File: src/tgarle_pkg.sv
// Shared types and constants for the run-length TGA pixel decoder.
package tgarle_pkg;

  localparam int ADDR_W   = 26;
  localparam int DIM_W    = 13;
  localparam int COL_W    = 12;
  localparam int PIXCNT_W = 25;
  localparam int ROWB_W   = 15;
  localparam int PIX_W    = 32;
  localparam int OUT_W    = 64;

  // Input action codes.
  localparam logic [1:0] ACT_START = 2'd0;
  localparam logic [1:0] ACT_BYTE  = 2'd1;
  localparam logic [1:0] ACT_STEP  = 2'd2;

  // Pixel depth codes; any other code behaves as 32-bit color.
  localparam logic [1:0] DEPTH_ALPHA8 = 2'd0;
  localparam logic [1:0] DEPTH_RGB24  = 2'd1;

  // Configuration register indexes.
  localparam logic [1:0] REG_WIDTH     = 2'd0;
  localparam logic [1:0] REG_HEIGHT    = 2'd1;
  localparam logic [1:0] REG_DEPTH     = 2'd2;
  localparam logic [1:0] REG_BOTTOM_UP = 2'd3;

  typedef enum logic {
    CMD_START = 1'b0,
    CMD_EMIT  = 1'b1
  } cmd_kind_t;

  typedef struct packed {
    cmd_kind_t        kind;
    logic [PIX_W-1:0] pixel;
    logic             last;
  } cmd_t;

  // Live configuration plus values registered from it.
  typedef struct packed {
    logic [1:0]        depth;
    logic              bottom_up;
    logic [DIM_W-1:0]  width_eff;
    logic [ROWB_W-1:0] row_bytes;
    logic [ADDR_W-1:0] start_addr;
    logic [ADDR_W-1:0] total;
  } cfg_t;

  function automatic logic [2:0] bytes_per_pixel(input logic [1:0] depth);
    logic [2:0] bpp;
    case (depth)
      DEPTH_ALPHA8: bpp = 3'd1;
      DEPTH_RGB24:  bpp = 3'd3;
      default:      bpp = 3'd4;
    endcase
    return bpp;
  endfunction

endpackage

File: src/tgarle_front.sv
// Front end: input register, packet decode, pixel gathering and frame counting.
module tgarle_front (
  input  logic                  clk,
  input  logic                  rst,
  input  logic                  in_valid,
  output logic                  in_ready,
  input  logic [1:0]            in_action,
  input  logic [7:0]            in_byte,
  input  tgarle_pkg::cfg_t      cfg,
  output logic                  push,
  output tgarle_pkg::cmd_t      push_cmd,
  input  logic                  push_ready
);
  import tgarle_pkg::*;

  typedef enum logic [2:0] {
    PH_CONTROL = 3'b001,
    PH_GATHER  = 3'b010,
    PH_RUN     = 3'b100
  } phase_t;

  // Input stage.
  logic       hold_valid;
  logic [1:0] hold_action;
  logic [7:0] hold_byte;
  logic       advance;

  // Decode state.
  phase_t              phase, phase_next;
  logic                is_run, is_run_next;
  logic [6:0]          remaining, remaining_next;
  logic [1:0]          gather_idx, gather_idx_next;
  logic [PIX_W-1:0]    gathered, gathered_next;
  logic [PIXCNT_W-1:0] pixels, pixels_next;
  logic                frame_done, frame_done_next;

  logic [PIX_W-1:0]    merged;
  logic [PIXCNT_W-1:0] pixels_inc;
  logic                last_hit;
  logic [2:0]          bpp;

  assign advance  = hold_valid && push_ready;
  assign in_ready = !hold_valid || push_ready;

  always_ff @(posedge clk) begin
    if (rst) begin
      hold_valid <= 1'b0;
    end else if (in_ready) begin
      hold_valid <= in_valid;
    end
  end

  always_ff @(posedge clk) begin
    if (in_ready && in_valid) begin
      hold_action <= in_action;
      hold_byte   <= in_byte;
    end
  end

  assign bpp        = bytes_per_pixel(cfg.depth);
  assign pixels_inc = pixels + PIXCNT_W'(1);
  assign last_hit   = {1'b0, pixels_inc} >= cfg.total;

  always_comb begin
    for (int i = 0; i < 4; i++) begin
      merged[8*i +: 8] = (gather_idx == 2'(i)) ? hold_byte : gathered[8*i +: 8];
    end
  end

  always_comb begin
    phase_next      = phase;
    is_run_next     = is_run;
    remaining_next  = remaining;
    gather_idx_next = gather_idx;
    gathered_next   = gathered;
    pixels_next     = pixels;
    frame_done_next = frame_done;
    push            = 1'b0;
    push_cmd.kind   = CMD_EMIT;
    push_cmd.pixel  = gathered;
    push_cmd.last   = last_hit;

    if (!hold_valid) begin
      // Nothing is held, so nothing is decoded or pushed.
    end else if (hold_action == ACT_START) begin
      phase_next      = PH_CONTROL;
      is_run_next     = 1'b0;
      remaining_next  = '0;
      gather_idx_next = '0;
      gathered_next   = '0;
      pixels_next     = '0;
      frame_done_next = (cfg.total == '0);
      push            = 1'b1;
      push_cmd.kind   = CMD_START;
    end else if (!frame_done) begin
      if (hold_action == ACT_BYTE) begin
        case (phase)
          PH_CONTROL: begin
            is_run_next     = hold_byte[7];
            remaining_next  = hold_byte[6:0];
            gather_idx_next = '0;
            phase_next      = PH_GATHER;
          end
          PH_GATHER: begin
            gathered_next = merged;
            if ({1'b0, gather_idx} + 3'd1 < bpp) begin
              gather_idx_next = gather_idx + 2'd1;
            end else begin
              gather_idx_next = '0;
              if (is_run) begin
                phase_next = (remaining == '0) ? PH_CONTROL : PH_RUN;
              end else if (remaining == '0) begin
                phase_next = PH_CONTROL;
              end else begin
                remaining_next = remaining - 7'd1;
              end
              push            = 1'b1;
              push_cmd.pixel  = merged;
              pixels_next     = pixels_inc;
              frame_done_next = last_hit;
            end
          end
          default: begin
            // A stream byte while run pixels are pending is dropped.
          end
        endcase
      end else if (hold_action == ACT_STEP && phase == PH_RUN) begin
        remaining_next  = remaining - 7'd1;
        if (remaining_next == '0) begin
          phase_next = PH_CONTROL;
        end
        push            = 1'b1;
        pixels_next     = pixels_inc;
        frame_done_next = last_hit;
      end
    end
  end

  always_ff @(posedge clk) begin
    if (rst) begin
      phase      <= PH_CONTROL;
      is_run     <= 1'b0;
      remaining  <= '0;
      gather_idx <= '0;
      gathered   <= '0;
      pixels     <= '0;
      frame_done <= 1'b0;
    end else if (advance) begin
      phase      <= phase_next;
      is_run     <= is_run_next;
      remaining  <= remaining_next;
      gather_idx <= gather_idx_next;
      gathered   <= gathered_next;
      pixels     <= pixels_next;
      frame_done <= frame_done_next;
    end
  end

endmodule

File: src/tgarle_queue.sv
// Small command queue between the decode front end and the address back end.
module tgarle_queue #(
  parameter int DEPTH = 4
) (
  input  logic             clk,
  input  logic             rst,
  input  logic             push,
  input  tgarle_pkg::cmd_t push_cmd,
  output logic             push_ready,
  output logic             pop_valid,
  output tgarle_pkg::cmd_t pop_cmd,
  input  logic             pop
);
  import tgarle_pkg::*;

  localparam int PTR_W = (DEPTH > 1) ? $clog2(DEPTH) : 1;
  localparam int CNT_W = $clog2(DEPTH + 1);

  cmd_t             slots [DEPTH];
  logic [PTR_W-1:0] wr_ptr, rd_ptr;
  logic [CNT_W-1:0] count;
  logic             do_push, do_pop;

  assign push_ready = (count != CNT_W'(DEPTH));
  assign pop_valid  = (count != '0);
  assign pop_cmd    = slots[rd_ptr];
  assign do_push    = push && push_ready;
  assign do_pop     = pop && pop_valid;

  always_ff @(posedge clk) begin
    if (do_push) begin
      slots[wr_ptr] <= push_cmd;
    end
  end

  always_ff @(posedge clk) begin
    if (rst) begin
      wr_ptr <= '0;
      rd_ptr <= '0;
      count  <= '0;
    end else begin
      if (do_push) begin
        wr_ptr <= (wr_ptr == PTR_W'(DEPTH - 1)) ? '0 : wr_ptr + PTR_W'(1);
      end
      if (do_pop) begin
        rd_ptr <= (rd_ptr == PTR_W'(DEPTH - 1)) ? '0 : rd_ptr + PTR_W'(1);
      end
      case ({do_push, do_pop})
        2'b10:   count <= count + CNT_W'(1);
        2'b01:   count <= count - CNT_W'(1);
        default: count <= count;
      endcase
    end
  end

endmodule

File: src/tgarle_back.sv
// Back end: address walk over rows, byte reordering and the output register.
module tgarle_back (
  input  logic                   clk,
  input  logic                   rst,
  input  logic                   cmd_valid,
  input  tgarle_pkg::cmd_t       cmd,
  output logic                   cmd_pop,
  input  tgarle_pkg::cfg_t       cfg,
  output logic                   out_valid,
  input  logic                   out_ready,
  output logic [tgarle_pkg::OUT_W-1:0] out_data,
  output logic                   out_last
);
  import tgarle_pkg::*;

  logic [ADDR_W-1:0] addr, addr_next;
  logic [COL_W-1:0]  col, col_next;
  logic [DIM_W-1:0]  col_inc;
  logic              row_wrap;
  logic [2:0]        bpp;
  logic [7:0]        b0, b1, b2, b3;
  logic [7:0]        first_b, second_b, third_b, fourth_b;
  logic              slot_free;

  assign slot_free = !out_valid || out_ready;
  assign cmd_pop   = cmd_valid && (cmd.kind == CMD_START || slot_free);

  assign bpp      = bytes_per_pixel(cfg.depth);
  assign col_inc  = {1'b0, col} + DIM_W'(1);
  assign row_wrap = col_inc >= cfg.width_eff;

  // Bottom-up images step back two rows after finishing one.
  always_comb begin
    addr_next = addr + ADDR_W'(bpp);
    col_next  = col_inc[COL_W-1:0];
    if (row_wrap) begin
      col_next = '0;
      if (cfg.bottom_up) begin
        addr_next = addr_next - ADDR_W'({cfg.row_bytes, 1'b0});
      end
    end
  end

  assign {b3, b2, b1, b0} = cmd.pixel;

  always_comb begin
    if (cfg.depth == DEPTH_ALPHA8) begin
      first_b  = b0;
      second_b = '0;
      third_b  = '0;
      fourth_b = '0;
    end else begin
      first_b  = b2;
      second_b = b1;
      third_b  = b0;
      fourth_b = (cfg.depth == DEPTH_RGB24) ? 8'd0 : b3;
    end
  end

  always_ff @(posedge clk) begin
    if (rst) begin
      addr <= '0;
      col  <= '0;
    end else if (cmd_pop) begin
      if (cmd.kind == CMD_START) begin
        addr <= cfg.bottom_up ? cfg.start_addr : '0;
        col  <= '0;
      end else begin
        addr <= addr_next;
        col  <= col_next;
      end
    end
  end

  always_ff @(posedge clk) begin
    if (rst) begin
      out_valid <= 1'b0;
    end else if (cmd_pop && cmd.kind == CMD_EMIT) begin
      out_valid <= 1'b1;
    end else if (out_ready) begin
      out_valid <= 1'b0;
    end
  end

  always_ff @(posedge clk) begin
    if (cmd_pop && cmd.kind == CMD_EMIT) begin
      out_data <= {(OUT_W - ADDR_W - 32)'(0), fourth_b, third_b, second_b, first_b, addr};
      out_last <= cmd.last;
    end
  end

endmodule

File: src/tga_rle_pixel_decoder.sv
// Top level of the run-length TGA pixel decoder: configuration registers and wiring.
//
//  Channel  | Group  | Handshake              | Contents
//  ---------+--------+------------------------+-------------------------------------
//  input    | s_axis | tvalid / tready        | tdata: data_byte; tuser: action
//  output   | m_axis | tvalid / tready        | tdata: address and four pixel bytes;
//           |        |                        | tlast: last_pixel
//  config   | cfg    | cfg_valid / cfg_ready  | cfg_index, cfg_data
//
// One word is accepted per cycle unless the input stalls; the output word for a pixel
// passes from the input register through the command queue before the output register
// loads. Reset is synchronous and clears all control state. The input stalls only when
// the four-entry command queue is full, which happens when the output side is held off;
// configuration writes are always taken.
module tga_rle_pixel_decoder #(
  parameter int MAX_WIDTH  = 4096,
  parameter int MAX_HEIGHT = 4096
) (
  input  logic        clk,
  input  logic        rst,
  input  logic        s_axis_tvalid,
  output logic        s_axis_tready,
  input  logic [7:0]  s_axis_tdata,   // [7:0] data_byte
  input  logic [1:0]  s_axis_tuser,   // [1:0] action
  output logic        m_axis_tvalid,
  input  logic        m_axis_tready,
  // [25:0] byte_address, [33:26] first_byte, [41:34] second_byte,
  // [49:42] third_byte, [57:50] fourth_byte, [63:58] zero
  output logic [63:0] m_axis_tdata,
  output logic        m_axis_tlast,   // last_pixel
  input  logic        cfg_valid,
  output logic        cfg_ready,
  input  logic [1:0]  cfg_index,
  input  logic [12:0] cfg_data
);
  import tgarle_pkg::*;

  localparam logic [16:0] MaxW = 17'(MAX_WIDTH);
  localparam logic [16:0] MaxH = 17'(MAX_HEIGHT);

  logic [DIM_W-1:0]  image_width, image_height;
  logic [1:0]        pixel_depth;
  logic              bottom_up;

  logic [DIM_W-1:0]  width_eff, height_eff, height_m1;
  logic [ROWB_W-1:0] row_bytes_now;
  logic [ROWB_W-1:0] row_bytes;
  logic [ADDR_W-1:0] start_addr;
  logic [ADDR_W-1:0] total;
  cfg_t              cfg;

  logic              push, push_ready, pop, pop_valid;
  cmd_t              push_cmd, pop_cmd;

  assign cfg_ready = 1'b1;

  always_ff @(posedge clk) begin
    if (rst) begin
      image_width  <= DIM_W'(1);
      image_height <= DIM_W'(1);
      pixel_depth  <= 2'd2;
      bottom_up    <= 1'b1;
    end else if (cfg_valid && cfg_ready) begin
      case (cfg_index)
        REG_WIDTH:     image_width  <= cfg_data;
        REG_HEIGHT:    image_height <= cfg_data;
        REG_DEPTH:     pixel_depth  <= cfg_data[1:0];
        REG_BOTTOM_UP: bottom_up    <= cfg_data[0];
        default:       bottom_up    <= bottom_up;
      endcase
    end
  end

  assign width_eff  = ({4'd0, image_width} > MaxW) ? MaxW[DIM_W-1:0] : image_width;
  assign height_eff = ({4'd0, image_height} > MaxH) ? MaxH[DIM_W-1:0] : image_height;
  assign height_m1  = (height_eff == '0) ? '0 : height_eff - DIM_W'(1);

  always_comb begin
    case (pixel_depth)
      DEPTH_ALPHA8: row_bytes_now = ROWB_W'(width_eff);
      DEPTH_RGB24:  row_bytes_now = ROWB_W'(width_eff) + ROWB_W'({width_eff, 1'b0});
      default:      row_bytes_now = ROWB_W'({width_eff, 2'b00});
    endcase
  end

  // Derived frame geometry, registered from the configuration registers.
  always_ff @(posedge clk) begin
    row_bytes  <= row_bytes_now;
    start_addr <= ADDR_W'(height_m1) * ADDR_W'(row_bytes_now);
    total      <= ADDR_W'(width_eff) * ADDR_W'(height_eff);
  end

  assign cfg.depth      = pixel_depth;
  assign cfg.bottom_up  = bottom_up;
  assign cfg.width_eff  = width_eff;
  assign cfg.row_bytes  = row_bytes;
  assign cfg.start_addr = start_addr;
  assign cfg.total      = total;

  tgarle_front u_front (
    .clk        (clk),
    .rst        (rst),
    .in_valid   (s_axis_tvalid),
    .in_ready   (s_axis_tready),
    .in_action  (s_axis_tuser),
    .in_byte    (s_axis_tdata),
    .cfg        (cfg),
    .push       (push),
    .push_cmd   (push_cmd),
    .push_ready (push_ready)
  );

  tgarle_queue #(
    .DEPTH (4)
  ) u_queue (
    .clk        (clk),
    .rst        (rst),
    .push       (push),
    .push_cmd   (push_cmd),
    .push_ready (push_ready),
    .pop_valid  (pop_valid),
    .pop_cmd    (pop_cmd),
    .pop        (pop)
  );

  tgarle_back u_back (
    .clk       (clk),
    .rst       (rst),
    .cmd_valid (pop_valid),
    .cmd       (pop_cmd),
    .cmd_pop   (pop),
    .cfg       (cfg),
    .out_valid (m_axis_tvalid),
    .out_ready (m_axis_tready),
    .out_data  (m_axis_tdata),
    .out_last  (m_axis_tlast)
  );

endmodule
File: config.mk
export PLATFORM = sky130hd
export DESIGN_NAME = tga_rle_pixel_decoder
export DESIGN_NICKNAME = d
export VERILOG_FILES = /design/src/tgarle_pkg.sv /design/src/tgarle_front.sv /design/src/tgarle_queue.sv /design/src/tgarle_back.sv /design/src/tga_rle_pixel_decoder.sv
export SDC_FILE = /design/constraint.sdc
export NUM_CORES = 2
export LEC_CHECK = 0
export BUFFER_PORTS_ARGS = -buffer_cell sky130_fd_sc_hd__buf_2
export CELL_PAD_IN_SITES_DETAIL_PLACEMENT = 1
export CELL_PAD_IN_SITES_GLOBAL_PLACEMENT = 1
export CORE_MARGIN = 3
export CORE_UTILIZATION = 55
export CTS_BUF_LIST = sky130_fd_sc_hd__clkbuf_8
export DETAILED_ROUTE_END_ITERATION = 12
export HOLD_SLACK_MARGIN = 0.1
export PLACE_DENSITY = 0.91
export SLEW_MARGIN = 25
export SYNTH_ARGS = -nofsm -noshare
export SYNTH_HDL_FRONTEND = slang
export SYNTH_SLANG_ARGS = --single-unit
export TNS_END_PERCENT = 1
File: constraint.sdc
create_clock -name clk -period 13.9 [get_ports clk]
set_input_delay 2.085 -clock clk [delete_from_list [all_inputs] [get_ports clk]]
set_output_delay 2.085 -clock clk [all_outputs]
set_load 0.02 [all_outputs]
==> reports/summary.txt <==
hold endpoint - image_width[7]$_SDFFE_PP0P_
post-route cell area - 0.0339 mm2
count leader, synth - inv_1
Worst EP arrival - 9790 ps
wire per inst - 26.9 um
CTS root buf - clkbuf_8
setup repair after global routing missed its margin - false
# hold bufs at CTS - 0
Finish-stage setup viols - 0
XOR/XNOR share of the synthesized area - 3.85%
post-synthesis simple-gate area fraction - 15.5%
leakage - 14.8 nW
CTS tree - done
post-route ant nets - 0
nets@finish - 3757
FF-to-FF Start - image_width[12]$_SDFFE_PP0P_
Worst Skew - 48.7 ps
Via Count - 25800
f_max - 108 MHz
Adder-Cell Fraction of Synth Area - 26.1%
post-place setup slack - 4800 ps
register bit total from synthesis - 421
flop-to-flop setup slack - 4670 ps
critical path type - flip-flop to flip-flop
ys flop type - dfxtp_1
top post-synthesis cells by count - 401 x inv_1, 363 x nand2_1, 296 x nor2_1, 266 x fa_1, 222 x ha_1
Rel. slew slack - 30.1%
PortBufs - 90
Final WS setup - 4670 ps
routability cong. - 0.929
fin crit period - 9230 ps
fin crit share - 66.4%
Tot GR Track Use - 36.9%
die area - 0.0594 mm2
pin count of the biggest net entering global routing - 83
first-pass GRT wire length - 169000 um
hold path startpoint - image_width[7]$_SDFFE_PP0P_
grt ovf - 0
Final Max Slew Viols - 0
initial drt markers - 2455
asr flop ratio synth - 0%
Top delay family on crit path - adder cells
Reg2Reg Depth - 31
worst min-delay path class - flip-flop to flip-flop
share of layout cells above drive strength 1 - 11.0%
Num CTS Buffers - 72
Tot Pwr - 4.21 mW
CP max FO - 27
area post-placement - 0.0322 mm2
Crit. End Element - flip-flop
core area - 0.0555 mm2
setup TNS - 0 ps
Starting Density - 56.0%
status - finished, final reports clean
# Max-Cap Violations - 0
Seq/Total Area, Yosys - 33.7%
Max stage delay on crit path - 570 ps
setup bufs post-CTS - 0
worst-margin pin slew - 1050 ps
Pre-antenna DRT Iters - 5
pwr dens - 124 mW/mm2
main combinational cell family by area after synthesis - adder cells
Clock Path Buffers - 3
DP Wirelength - 73900 um
Crit-path slowest cell - a21oi_2
startpoint types - flip-flop
Rows - 86
final WL - 109000 um
post-layout util - 61.0%
Yosys cell types - 94
mux share of post-synthesis cell area - 4.39%
Data required, critical path - 14450 ps
post-synthesis compound-gate area fraction - 9.66%
Max VDD drop - 77.4 uV
vias per inst - 6.38
H-tree depth - 3
most frequent CP cell - fa_1
initial antenna violation count - 6
synthesis-to-layout area growth - 8.97%
EDFF count, synth - 205
Die Y-Extent - 244 um
worst reg2reg path endpoint - start_addr[25]$_DFF_P_
Synth top area share - 19.8%
fillers - 6111
DRC Markers - 0
Hold Path Depth - 2
Top Ports - 98
via count of the first global-routing pass - 29000
CTS sink count - 421
final hold vios - 0
Synth area leader - edfxtp_1
Avg Inst Size Synth - 9.79 um2
synthesized area - 0.0311 mm2
crit path buf inv count - 7
Syn. warnings - 0
ranking of synthesized cells by area - edfxtp_1 20%, fa_1 17%, dfxtp_1 14%
Die Wd - 244 um
Mapped Cells - 3174
Clock transition at path regs - 60 ps
cts repair resizes - 0
Clk Latency, worst-skew pair - 680 ps
## worst min-delay path, stage by stage (launching register included)
cell and delay (ps):
dfxtp_1 300, nand2_1 50, a21oi_1 50
## power by group
group	leakage [nW]	switching, mW	total [mW]	internal, mW
clock network	0.885	0.596	1.31	0.716
logic	10.3	0.857	1.30	0.439
registers	3.67	0.129	1.60	1.47
total	14.8	1.58	4.21	2.63
## placed cells by master, fill, tap and decap left out, drive strengths merged, types with 43 or more instances in the layout
| cell | Yosys | final |
|---|---|---|
| a21oi | 141 | 141 |
| fa | 266 | 266 |
| xnor2 | 85 | 85 |
| nand3 | 76 | 76 |
| dfxtp | 216 | 216 |
| nor2b | 57 | 57 |
| o21ai | 58 | 58 |
| and2 | 43 | 43 |
| nand2 | 367 | 367 |
| nor2 | 297 | 297 |
| clkbuf | 110 | 85 |
| inv | 405 | 426 |
| edfxtp | 205 | 205 |
| a22oi | 46 | 46 |
| ha | 222 | 222 |
| xor2 | 49 | 49 |
| buf | 33 | 129 |
## flip-flops by register name, summed over array words and instances, names as in the netlist, 15 cells and up, named ones only
name / count
row_bytes: 15
u_back.addr: 26
u_back.out_data: 58
u_front.pixels: 25
u_front.gathered: 32
u_queue.slots: 136
start_addr: 26
total: 26
## logic make-up (layout without fill, tap and decap cells)
group / count (synthesis) / count (layout)
flip-flops: 421 / 421
buffers and inverters: 554 / 672
other: 2 / 8
adder cells (fa/ha/maj): 488 / 488
XOR/XNOR: 135 / 135
multiplexers: 90 / 90
AO/OA/AOI/OAI: 453 / 453
AND/OR/NAND/NOR: 1031 / 1031
## through the flow
step / hold slack, ps / instances
5_1_grt: 489 / 4046
3_5_place_dp: 447 / 3912
3_3_place_gp: 437 / 3912
6_report: 454 / 4046
2_1_floorplan: 406 / 3179
4_1_cts: 455 / 4044
## area by class of cell
class                           count  area [um2]  share of cell area (%)
Timing Repair Buffer              129         746                    2.20
Inverter                          411        1540                    4.55
Sequential cell                   421       10500                    30.9
Multi-Input combinational cell   2204       18500                    54.7
Tap cell                          748         936                    2.76
Clock buffer                       85        1170                    3.45
Clock inverter                     47         450                    1.33
Antenna cell                        1        2.50                 0.00739
## layer usage
| metal | vias up | part of all wire (%) | GRT usage (%) |
|---|---|---|---|
| met4 | 2 | 6.2 | 20.4 |
| met3 | 500 | 7.3 | 6.09 |
| li1 | 10700 | - | - |
| met5 | - | 0.028 | 0 |
| met1 | 13000 | 36 | 42.9 |
| met2 | 1545 | 51 | 65.1 |
## worst max-delay path by stage
stage | start | cells after the start | endpoint | slack (ps)
after floorplan | image_width[12]$_SDFFE_PP0P_ | 31 | start_addr[25]$_DFF_P_ | 5990
after global placement | image_width[12]$_SDFFE_PP0P_ | 31 | start_addr[25]$_DFF_P_ | 4920
after detailed placement | image_width[12]$_SDFFE_PP0P_ | 28 | start_addr[25]$_DFF_P_ | 4800
after CTS | image_width[12]$_SDFFE_PP0P_ | 33 | start_addr[25]$_DFF_P_ | 4840
after global routing | image_width[12]$_SDFFE_PP0P_ | 33 | start_addr[25]$_DFF_P_ | 4090
final | image_width[12]$_SDFFE_PP0P_ | 31 | start_addr[25]$_DFF_P_ | 4670
Note: power is estimated with default switching activity, not from simulation.
